$ cat src/rtl/core/rv32x_pkg.sv
package rv32x_pkg;

    // Architectural sizes
    localparam int unsigned XLEN          = 32;
    localparam int unsigned REG_COUNT     = 32;
    localparam int unsigned REG_IDX_W     = 5;
    localparam int unsigned MEM_BYTES_DEF = 4096;
    localparam int unsigned MEM_ADDR_W    = 12;
    localparam int unsigned BANKS         = 4;

    // Item command codes
    typedef enum logic [1:0] {
        CMD_EXEC    = 2'd0,
        CMD_PRELOAD = 2'd1,
        CMD_SET_PC  = 2'd2
    } t_cmd;

    // Instruction codes
    typedef enum logic [3:0] {
        OP_ADD  = 4'd0,
        OP_SUB  = 4'd1,
        OP_LW   = 4'd2,
        OP_LH   = 4'd3,
        OP_LHU  = 4'd4,
        OP_LB   = 4'd5,
        OP_LBU  = 4'd6,
        OP_SW   = 4'd7,
        OP_SH   = 4'd8,
        OP_SB   = 4'd9,
        OP_BEQ  = 4'd10,
        OP_BNE  = 4'd11,
        OP_BLT  = 4'd12,
        OP_BGE  = 4'd13,
        OP_BLTU = 4'd14,
        OP_BGEU = 4'd15
    } t_op;

    // Input item
    typedef struct packed {
        logic [1:0]           cmd;
        logic [3:0]           op;
        logic [REG_IDX_W-1:0] dest_reg;
        logic [REG_IDX_W-1:0] src_a;
        logic [REG_IDX_W-1:0] src_b;
        logic signed [11:0]   imm;
        logic [XLEN-1:0]      branch_target;
        logic [XLEN-1:0]      address;
        logic [7:0]           preload_byte;
    } t_in_item;

    // Result item
    typedef struct packed {
        logic [XLEN-1:0]        next_pc;
        logic                   reg_written;
        logic [REG_IDX_W-1:0]   reg_index;
        logic signed [XLEN-1:0] reg_value;
        logic                   zero_blocked;
        logic                   branch_taken;
        logic                   mem_written;
        logic [MEM_ADDR_W-1:0]  mem_address;
        logic signed [XLEN-1:0] mem_value;
    } t_out_item;

endpackage

$ cat src/rtl/core/rv32x_ram.sv
module rv32x_ram #(
    parameter int unsigned WIDTH = rv32x_pkg::XLEN,
    parameter int unsigned DEPTH = rv32x_pkg::REG_COUNT
) (
    input  logic                     i_clk,
    input  logic                     i_we,
    input  logic [$clog2(DEPTH)-1:0] i_waddr,
    input  logic [WIDTH-1:0]         i_wdata,
    input  logic                     i_re,
    input  logic [$clog2(DEPTH)-1:0] i_raddr,
    output logic [WIDTH-1:0]         o_rdata
);

    logic [WIDTH-1:0] r_mem [DEPTH];
    logic [WIDTH-1:0] r_rdata;

    // Write port and registered read port (read returns the old contents)
    always_ff @(posedge i_clk) begin
        if (i_we) begin
            r_mem[i_waddr] <= i_wdata;
        end
        if (i_re) begin
            r_rdata <= r_mem[i_raddr];
        end
    end

    assign o_rdata = r_rdata;

endmodule

$ cat config.mk
export PLATFORM = sky130hd
export DESIGN_NAME = rv32x_ram
export DESIGN_NICKNAME = d
export VERILOG_FILES = /design/src/rtl/core/rv32x_pkg.sv /design/src/rtl/core/rv32x_ram.sv
export SDC_FILE = /design/constraint.sdc
export NUM_CORES = 1
export LEC_CHECK = 0
export BUFFER_PORTS_ARGS = -buffer_cell sky130_fd_sc_hd__buf_2
export CAP_MARGIN = 20
export CORE_AREA = 2 2 509 258
export DETAILED_ROUTE_END_ITERATION = 6
export DIE_AREA = 0 0 511 260
export GPL_TIMING_DRIVEN = 0
export SLEW_MARGIN = 20
export SYNTH_ARGS = -nofsm -noshare
export SYNTH_HDL_FRONTEND = slang
export SYNTH_SLANG_ARGS = --single-unit
export TNS_END_PERCENT = 5
$ cat constraint.sdc
create_clock -name i_clk -period 3.4 [get_ports i_clk]
set_input_delay 0.68 -clock i_clk [delete_from_list [all_inputs] [get_ports i_clk]]
set_output_delay 0.68 -clock i_clk [all_outputs]
set_load 0.005 [all_outputs]
Word level (Yosys, flattened, before mapping)
Memories as Yosys holds them, arrays and structs flattened. A register that Yosys moved wholly into a read port is not among the register bits.
Cells that the tools add are included.
{"block": "classes", "muxes": 2}
{"cell": "$mux 1", "n": 2}
{"block": "totals", "in_bits": 45, "n_memories": 1, "regBits": 0, "ramBits": 1024}
{"memory": "r_mem", "depth": 32, "width": 32, "read_ports": 1, "rd_ports_with_merged_regs": 1, "write_ports": 1, "line_no": "rv32x_ram.sv:14", "source": "logic [WIDTH-1:0] r_mem [DEPTH];"}

Logic depth before layout (Yosys ltp)
Gate-level depths: netlist of the first run.
{"block": "depth", "depth_word": 2, "ltp_mapped": 8}

Worst setup path after synthesis of the first run
Ideal clock, no wire load.
{"block": "synth_timing", "path_kind": "input to register", "startpoint": "input port i_waddr[1]", "endpoint": "memory r_mem[12][0] in the netlist's numbering, enable pin", "arrival_time_ns": 2.693, "stages": 3, "setup_slack_ns": 0.286, "setup_ns": 0.421, "path_buffers": 1, "cell_sequence": "or3b_2 clkbuf_1 nor2_1"}
{"element": "from (decl)", "line_no": "rv32x_ram.sv:7", "source": "input logic [$clog2(DEPTH)-1:0] i_waddr,"}
{"element": "to (decl)", "line_no": "rv32x_ram.sv:14"}
Straight into the memory's write port.

==> results of run 1 <==
cell families after synthesis:
logic type             count (synthesis)
DFF                                 1056
muxes                                512
AOI/OAI and AO/OA                    288
and+or+nand+nor                      277
buffers and inverters                127
cells in the mapped netlist:
cell      instances
buf_1             5
and2_1            1
nor2_1           34
edfxtp_1       1056
buf_6            15
a22o_1           64
clkbuf_4          2
nand3_1          98
nor2b_1           1
nor3_1           32
mux2i_1         512
nand2b_1          2
or3b_2            3
and2b_1           1
a31oi_1          32
or3_1             1
nand3b_1          5
a21oi_1          96
nand2_1          98
clkbuf_1         46
a22oi_1          96
buf_4            33
buf_2            26
or2_2             1
state kept, by name, indices dropped and copies added, names as in the netlist:
register	count
r_mem	1024
o_rdata	32
routing by layer:
metal	track usage (%)	vias to the layer above	part of all wire [%]
li1	-	9447	-
met1	20.1	11100	43
met2	24.8	671	48
met3	2.22	148	6.1
met4	3.82	4	2.3
met5	0	-	0.034
worst paths after layout:
path                                     from       endpoint  slack (ns)  cells past startpoint
worst max register to register   r_mem[1][25]    o_rdata[25]        1.47                      5
worst min-delay path              i_wdata[14]  r_mem[29][14]        0.56                      1
worst min register to register  r_mem[26][10]    o_rdata[10]        0.69                      4
worst max-delay path               i_raddr[1]     o_rdata[0]        0.75                      7
cell type report:
class | count | area [sq um]
fill | 11700 | 80500
clock buffer | 125 | 2770
sequential | 1056 | 31700
antenna | 5 | 12.5
buffer | 127 | 753
tap | 1710 | 2140
timing repair buffer | 109 | 1210
clock inverter | 61 | 457
multi-input combinational | 1077 | 8580
placed cells by master (no fill, tap or decap), drive strengths merged, types with 2 or more instances in the layout:
| cell | n |
|---|---|
| a21oi | 96 |
| a22o | 64 |
| a22oi | 96 |
| a31oi | 32 |
| buf | 188 |
| bufinv | 6 |
| clkbuf | 173 |
| clkinv | 51 |
| clkinvlp | 3 |
| diode | 5 |
| edfxtp | 1056 |
| mux2i | 512 |
| nand2 | 98 |
| nand2b | 2 |
| nand3 | 98 |
| nand3b | 5 |
| nor2 | 34 |
| nor3 | 32 |
| or3b | 3 |
per-stage QoR:
| stage | cell area [sq um] | setup TNS [ns] | util (%) | hold WS, ns | worst slack (ns) |
|---|---|---|---|---|---|
| after global placement | 43300 | -1059.01 | 33.8 | 0.696 | -1.43 |
| after floorplan | 40800 | 0 | - | 0.629 | 0.286 |
| final | 47600 | 0 | 37.2 | 0.559 | 0.749 |
| after detailed placement | 44400 | -0.158 | 34.7 | 0.675 | -0.0417 |
| after global routing | 47600 | 0 | 37.2 | 0.560 | 0.604 |
| after CTS | 47600 | 0 | 37.2 | 0.524 | 0.657 |
power breakdown:
part / internal (uW) / total [uW] / switching [uW]
clock: 6220 / 11000 / 4780
combinational: 458 / 1480 / 1020
sequential: 14500 / 14600 / 43.7
total: 21200 / 27000 / 5840
==> results.md, run 1 <==
- Outcome: complete, no violations
- Post-CTS Setup Bufs: 0
- First-pass GRT wire length: 144000 um
- Residual DRC count: 0
- Std-Cell Rows: 93
- Gr ovfl total: 0
- Placed cell count: 4079
- Syn nets: 2305
- Netlist cell types: 24
- Hold crit path type: in -> reg
- CP endpoint kind: flop
- Die area: 133000 sq um
- Layout cells sized above 1: 14.5%
- #FFs+latches synth: 1056
- Die Ht: 260 um
- Cell taking the most area after synthesis: edfxtp_1
- CP arrival: 3.01 ns
- Post-Synthesis Cells: 2260
- Largest buffer count on any clock path: 3
- PortBufs: 75
- CP max FO: 10
- Resized Gates After CTS: 0
- CTS tree: built
- Minimum clock period: 2.65 ns
- Slowest Stage Delay on Critical Path: 0.73 ns
- DRT Pass-1 Iters: 7
- Xor and xnor area share after synthesis: 0%
- Largest net degree at the start of global routing: 33
- Sequential area share after synthesis: 77.7%
- Vias per std cell: 5.00
- Cts bufs inserted: 103
- Adder-Cell Fraction of Synth Area: 0%
- Non-filler instance count after layout: 4270
- Area grow syn2layout: 16.7%
- RePlAce Congestion: 0.824
- Crit path max-delay family: buffers and inverters
- Drt total wl: 101000 um
- VDD IR max: 0.416 mV
- H-tree level count: 3
- DR WL/cell: 23.6 um
- Mapped cell area: 40800 sq um
- Synth warn: 0
- Final hold vios: 0
- Fin crit share: 78.0%
- WS Path Type: in -> reg
- Compound-Gate Fraction of Synth Area: 4.81%
- Worst-path cell chain: buf_2, nor2_1, clkbuf_1, clkbuf_1, a22oi_1, nand3_1, nand3_1
- Top-Level Pins: 77
- Slowest-stage cell, CP: clkbuf_1
- Max-cap check violation count: 0
- Clock Latency Late Sink: 0.67 ns
- Simple-gate area share of the yosys netlist: 3.08%
- Largest family of logic cells by synthesized area: multiplexers
- Sink Count: 1056
- RSZ-0062 raised after global routing: false
- Synth top area share: 77.7%
- Vias in the first global route: 21200
- Fmax: 377 MHz
- Post-CTS Hold Fix Bufs: 0
- Clock skew: 0.0293 ns
- Initial antenna violation count: 7
- Clk pin slew, worst setup/hold paths: 0.06 ns
- Leakage: 0.0163 uW
- Buf/Inv on CP: 3
- Worst rel slew slack: 25.9%
- Core Footprint: 128000 sq um
- Initial Util: 31.9%
- Slew Viols, Final: 0
- Detailed-route via count: 21300
- # setup viols final: 0
- HPWL after DPL: 65400 um
- Top post-synthesis cells by area: edfxtp_1 78%, mux2i_1 13%, a22oi_1 1.8%
- CP required: 3.76 ns
- Total GRT Usage: 14.8%
- Nets: 2519
- CTS Root Cell: clkbuf_16
- Mux cell area share after synthesis: 12.6%
- Die span in x: 511 um
- Power Density: 568 nW/um^2
- Worst setup SP type: input port
- Tot Pwr: 27000 uW
- Starting DRT DRC Count: 2207
- Worst slew pin tran: 1.11 ns
- Routed Antenna Nets: 0
- Syn_area_per_cell: 18.1 sq um
Note: power is estimated with default switching activity, not from simulation.
==> run 2, diff against run 1 <==
--- a/config.mk
+++ b/config.mk
@@ -5,11 +5,12 @@
 export SDC_FILE = /design/constraint.sdc
 export NUM_CORES = 1
 export LEC_CHECK = 0
+export ABC_AREA = 1
 export BUFFER_PORTS_ARGS = -buffer_cell sky130_fd_sc_hd__buf_2
 export CAP_MARGIN = 20
-export CORE_AREA = 2 2 509 258
+export CORE_AREA = 2 2 520 264
 export DETAILED_ROUTE_END_ITERATION = 6
-export DIE_AREA = 0 0 511 260
+export DIE_AREA = 0 0 522 266
 export GPL_TIMING_DRIVEN = 0
 export SLEW_MARGIN = 20
 export SYNTH_ARGS = -nofsm -noshare
==> constraint.sdc (replaced) <==
create_clock -name i_clk -period 2.3 [get_ports i_clk]
set_input_delay 0.46 -clock i_clk [delete_from_list [all_inputs] [get_ports i_clk]]
set_output_delay 0.46 -clock i_clk [all_outputs]
set_load 0.005 [all_outputs]
==> run 2 against run 1 <==
Against the previous run: the run now ends with setup timing left; power rose by 46%; critical endpoint is now o_rdata[29]; global-route usage rose by 5.8 points; sequential power rose by 47%.
==> results.md, run 2 <==
- Outcome: finished, violations left
- Failing checks: setup timing
- RSZ-0062 raised after global routing: true
- Placed cell count: 5466 (+34%)
- Layout cells sized above 1: 11.8% (-2.6 points)
- Fin crit share: 102%
- Synth warn: 0 (unchanged)
- Minimum clock period: 2.35 ns
- Combinational share of power: 8.0% (+2.5 points)
- Total GRT Usage: 20.6% (+5.8 points)
- Netlist cell types: 13 (-46%)
- DRT Pass-1 Iters: 5 (-2)
- Met1 Resource Use GR: 33.9% (+14 points)
- Syn nets: 3581 (+55%)
- Worst setup SP type: input port
- CP max FO: 10 (unchanged)
- Busiest metal layer after global routing: met1
- Worst slew pin tran: 1.16 ns (+0.0466 ns)
- CTS tree: built
- WHS: 0.284 ns (-0.274 ns)
- PortBufs: 73 (-2.7%)
- Nets: 3784 (+50%)
- WS Path Type: in -> reg
- #FFs+latches synth: 1056 (unchanged)
- CP arrival: 2.88 ns (-0.13 ns)
- Die span in x: 522 um (+2.2%)
- Leakage: 0.0177 uW (+9.0%)
- H-tree level count: 3 (unchanged)
- VDD IR max: 0.537 mV (+29%)
- Top reg by flops: r_mem
- Most common cell after layout, fill and taps aside: nand2_1
- Worst rel slew slack: 22.8% (-3.1 points)
- Most frequent cells in the layout: 1440 x nand2_1, 1056 x edfxtp_1, 780 x nand3_1
- Gr ovfl total: 0 (unchanged)
- Detailed-route via count: 29500 (+38%)
- Internal cell power: 29900 uW (+41%)
- P_sw: 9550 uW (+64%)
- Clk pin slew, worst setup/hold paths: 0.08 ns (+0.02 ns)
- Switch share: 24.2% (+2.6 points)
- WHS Path Cells: 1 (unchanged)
- Clock skew: 0.0219 ns (-0.00741 ns)
- Die Ht: 266 um (+2.3%)
- Std-Cell Rows: 96 (+3.2%)
- CP endpoint kind: flop
- Post-Synthesis Cells: 3536 (+56%)
- HPWL after DPL: 101000 um (+54%)
- Largest net degree at the start of global routing: 33 (unchanged)
- Syn_area_per_cell: 12.1 sq um (-33%)
- Crit-path most repeated cell: nand2_1
- Sink Count: 1056 (unchanged)
- Layout Utilization: 36.4% (-0.75 points)
- Worst-path cell chain: buf_2, inv_1, buf_2, clkbuf_1, nand3_1, nand2_1, nand2_1, nand2_1, nand2_1, nand2_1
- Core Footprint: 135000 sq um (+5.5%)
- Max reg flops: 1024 (unchanged)
- Clock Latency Late Sink: 0.68 ns (about the same)
- Post-CTS Setup Bufs: 0 (unchanged)
- Non-filler instance count after layout: 5618 (+32%)
- Largest buffer count on any clock path: 3 (unchanged)
- Drt total wl: 145000 um (+44%)
- Hold crit path type: in -> reg
- Vias in the first global route: 26100 (+23%)
- Crit path max-delay family: buffers and inverters
- Clock Power Share: 37.5% (-3.1 points)
- Max-cap check violation count: 0 (unchanged)
- # setup viols final: 2 (+2)
- Fmax: 425 MHz
- Slowest Stage Delay on Critical Path: 0.88 ns (+0.15 ns)
- Pre-CTS setup slack: -0.609 ns (-0.567 ns)
- Synth top area share: 74.2% (-3.5 points)
- DR WL/cell: 25.8 um (+9.6%)
- Register share of total power: 54.5% (+0.6 points)
- First-pass GRT wire length: 201000 um (+40%)
- Most numerous cell in the Yosys netlist: nand2_1
- Sequential area share after synthesis: 74.2% (-3.5 points)
- CP Depth: 10 (+3)
- Slew Viols, Final: 0 (unchanged)
- Async S/R FF share, synth: 0% (unchanged)
- Post-synth EDFFs: 1056 (unchanged)
- RePlAce Congestion: 0.888 (+7.7%)
- Worst r2r path cells: 8 (+3)
- Residual DRC count: 0 (unchanged)
- Initial Util: 31.6% (-0.23 points)
- Slowest-stage cell, CP: clkbuf_1
- Mapped cell area: 42700 sq um (+4.7%)
- Post-CTS Hold Fix Bufs: 0 (unchanged)
- Initial antenna violation count: 10 (+3)
- Ys flop type: edfxtp_1
- Area grow syn2layout: 15.2%
- Most frequent cells after synthesis: 1440 x nand2_1, 1056 x edfxtp_1, 780 x nand3_1
- Met3 Use GR: 9.17% (+7.0 points)
- Buf/Inv on CP: 4 (+1)
- CTS Root Cell: clkbuf_16
- Power Density: 802 nW/um^2 (+41%)
- Starting DRT DRC Count: 5256 (+140%)
- Die area: 139000 sq um (+4.5%)
- Cts bufs inserted: 84 (-18%)
- Final hold vios: 0 (unchanged)
- Top post-synthesis cells by area: edfxtp_1 74%, nand2_1 13%, nand3_1 9.1%
- Routed Antenna Nets: 0 (unchanged)
- Cell taking the most area after synthesis: edfxtp_1
- CP required: 2.83 ns (-0.93 ns)
- Top-Level Pins: 77 (unchanged)
- Vias per std cell: 5.24 (+4.9%)
- Met2 GRT Util: 23.8% (-1.0 points)
- Final Worst Setup Slack: -0.0549 ns (-0.804 ns)
==> run 2: changes by cell type after synthesis, moves of 51 or more <==
cell	previous run	this run
a22o_1	64	0
nand3_1	98	780
buf_6	15	66
a22oi_1	96	0
a21oi_1	96	0
buf_2	26	83
nand2_1	98	1440
mux2i_1	512	0
==> run 2: kinds of logic (layout without fill, tap and decap cells) <==
kind of cell / after synthesis / count (layout) / share of synthesized area, %
other: 0 / 3 / 0
DFF: 1056 / 1056 / 74.2
and+or+nand+nor: 2252 / 2252 / 22.1
buffers and inverters: 228 / 494 / 3.71
==> run 2: power by group through the flow <==
stage / logic [uW] / clock network [uW] / registers (uW)
3_3_place_gp: 2910 / 0 / 22000
5_1_grt: 3330 / 15500 / 21500
2_1_floorplan: 1470 / 0 / 21900
6_report: 3150 / 14800 / 21500
3_5_place_dp: 3010 / 0 / 22000
4_1_cts: 3030 / 14800 / 21500
==> run 2: layout make-up <==
type | instances | area (sq um)
fillers | 13000 | 85900
plain buffers | 218 | 1550
flip-flops and latches | 1056 | 31700
clock buffers | 100 | 2180
diodes | 3 | 7.51
inverters | 10 | 45.0
well taps | 1813 | 2270
repair buffers | 117 | 1340
clock inverters | 49 | 453
multi-input cells | 2252 | 9670
==> run 2: repair_timing <==
action                                 in CTS  in global routing
setup endpoints to repair                   0                  4
resized for setup                           0                  7
endpoints found under the hold margin       0                  0
==> run 2: final timing paths <==
| path | slack, ns | end | start |
|---|---|---|---|
| max | -0.05 | o_rdata[29] | i_raddr[2] |
| min | 0.28 | o_rdata[7] | i_re |
| max reg2reg | 0.57 | o_rdata[14] | r_mem[25][14] |
| min reg2reg | 0.87 | o_rdata[13] | r_mem[7][13] |
==> run 2: stage by stage <==
stage | cell area (sq um) | total power, uW | setup TNS, ns
3_3_place_gp | 45400 | 24900 | -2284.93
2_1_floorplan | 42700 | 23400 | -223.82
6_report | 49200 | 39500 | -0.0557
4_1_cts | 49200 | 39300 | 0
3_5_place_dp | 46600 | 25000 | -239.18
5_1_grt | 49200 | 40400 | -0.0637
==> run 2: metal layers <==
| layer | part of all wire [%] | wire length [um] |
|---|---|---|
| met3 | 18 | 26500 |
| met4 | 1.3 | 1820 |
| met2 | 34 | 49700 |
| met5 | 0.13 | 189 |
| met1 | 46 | 66900 |
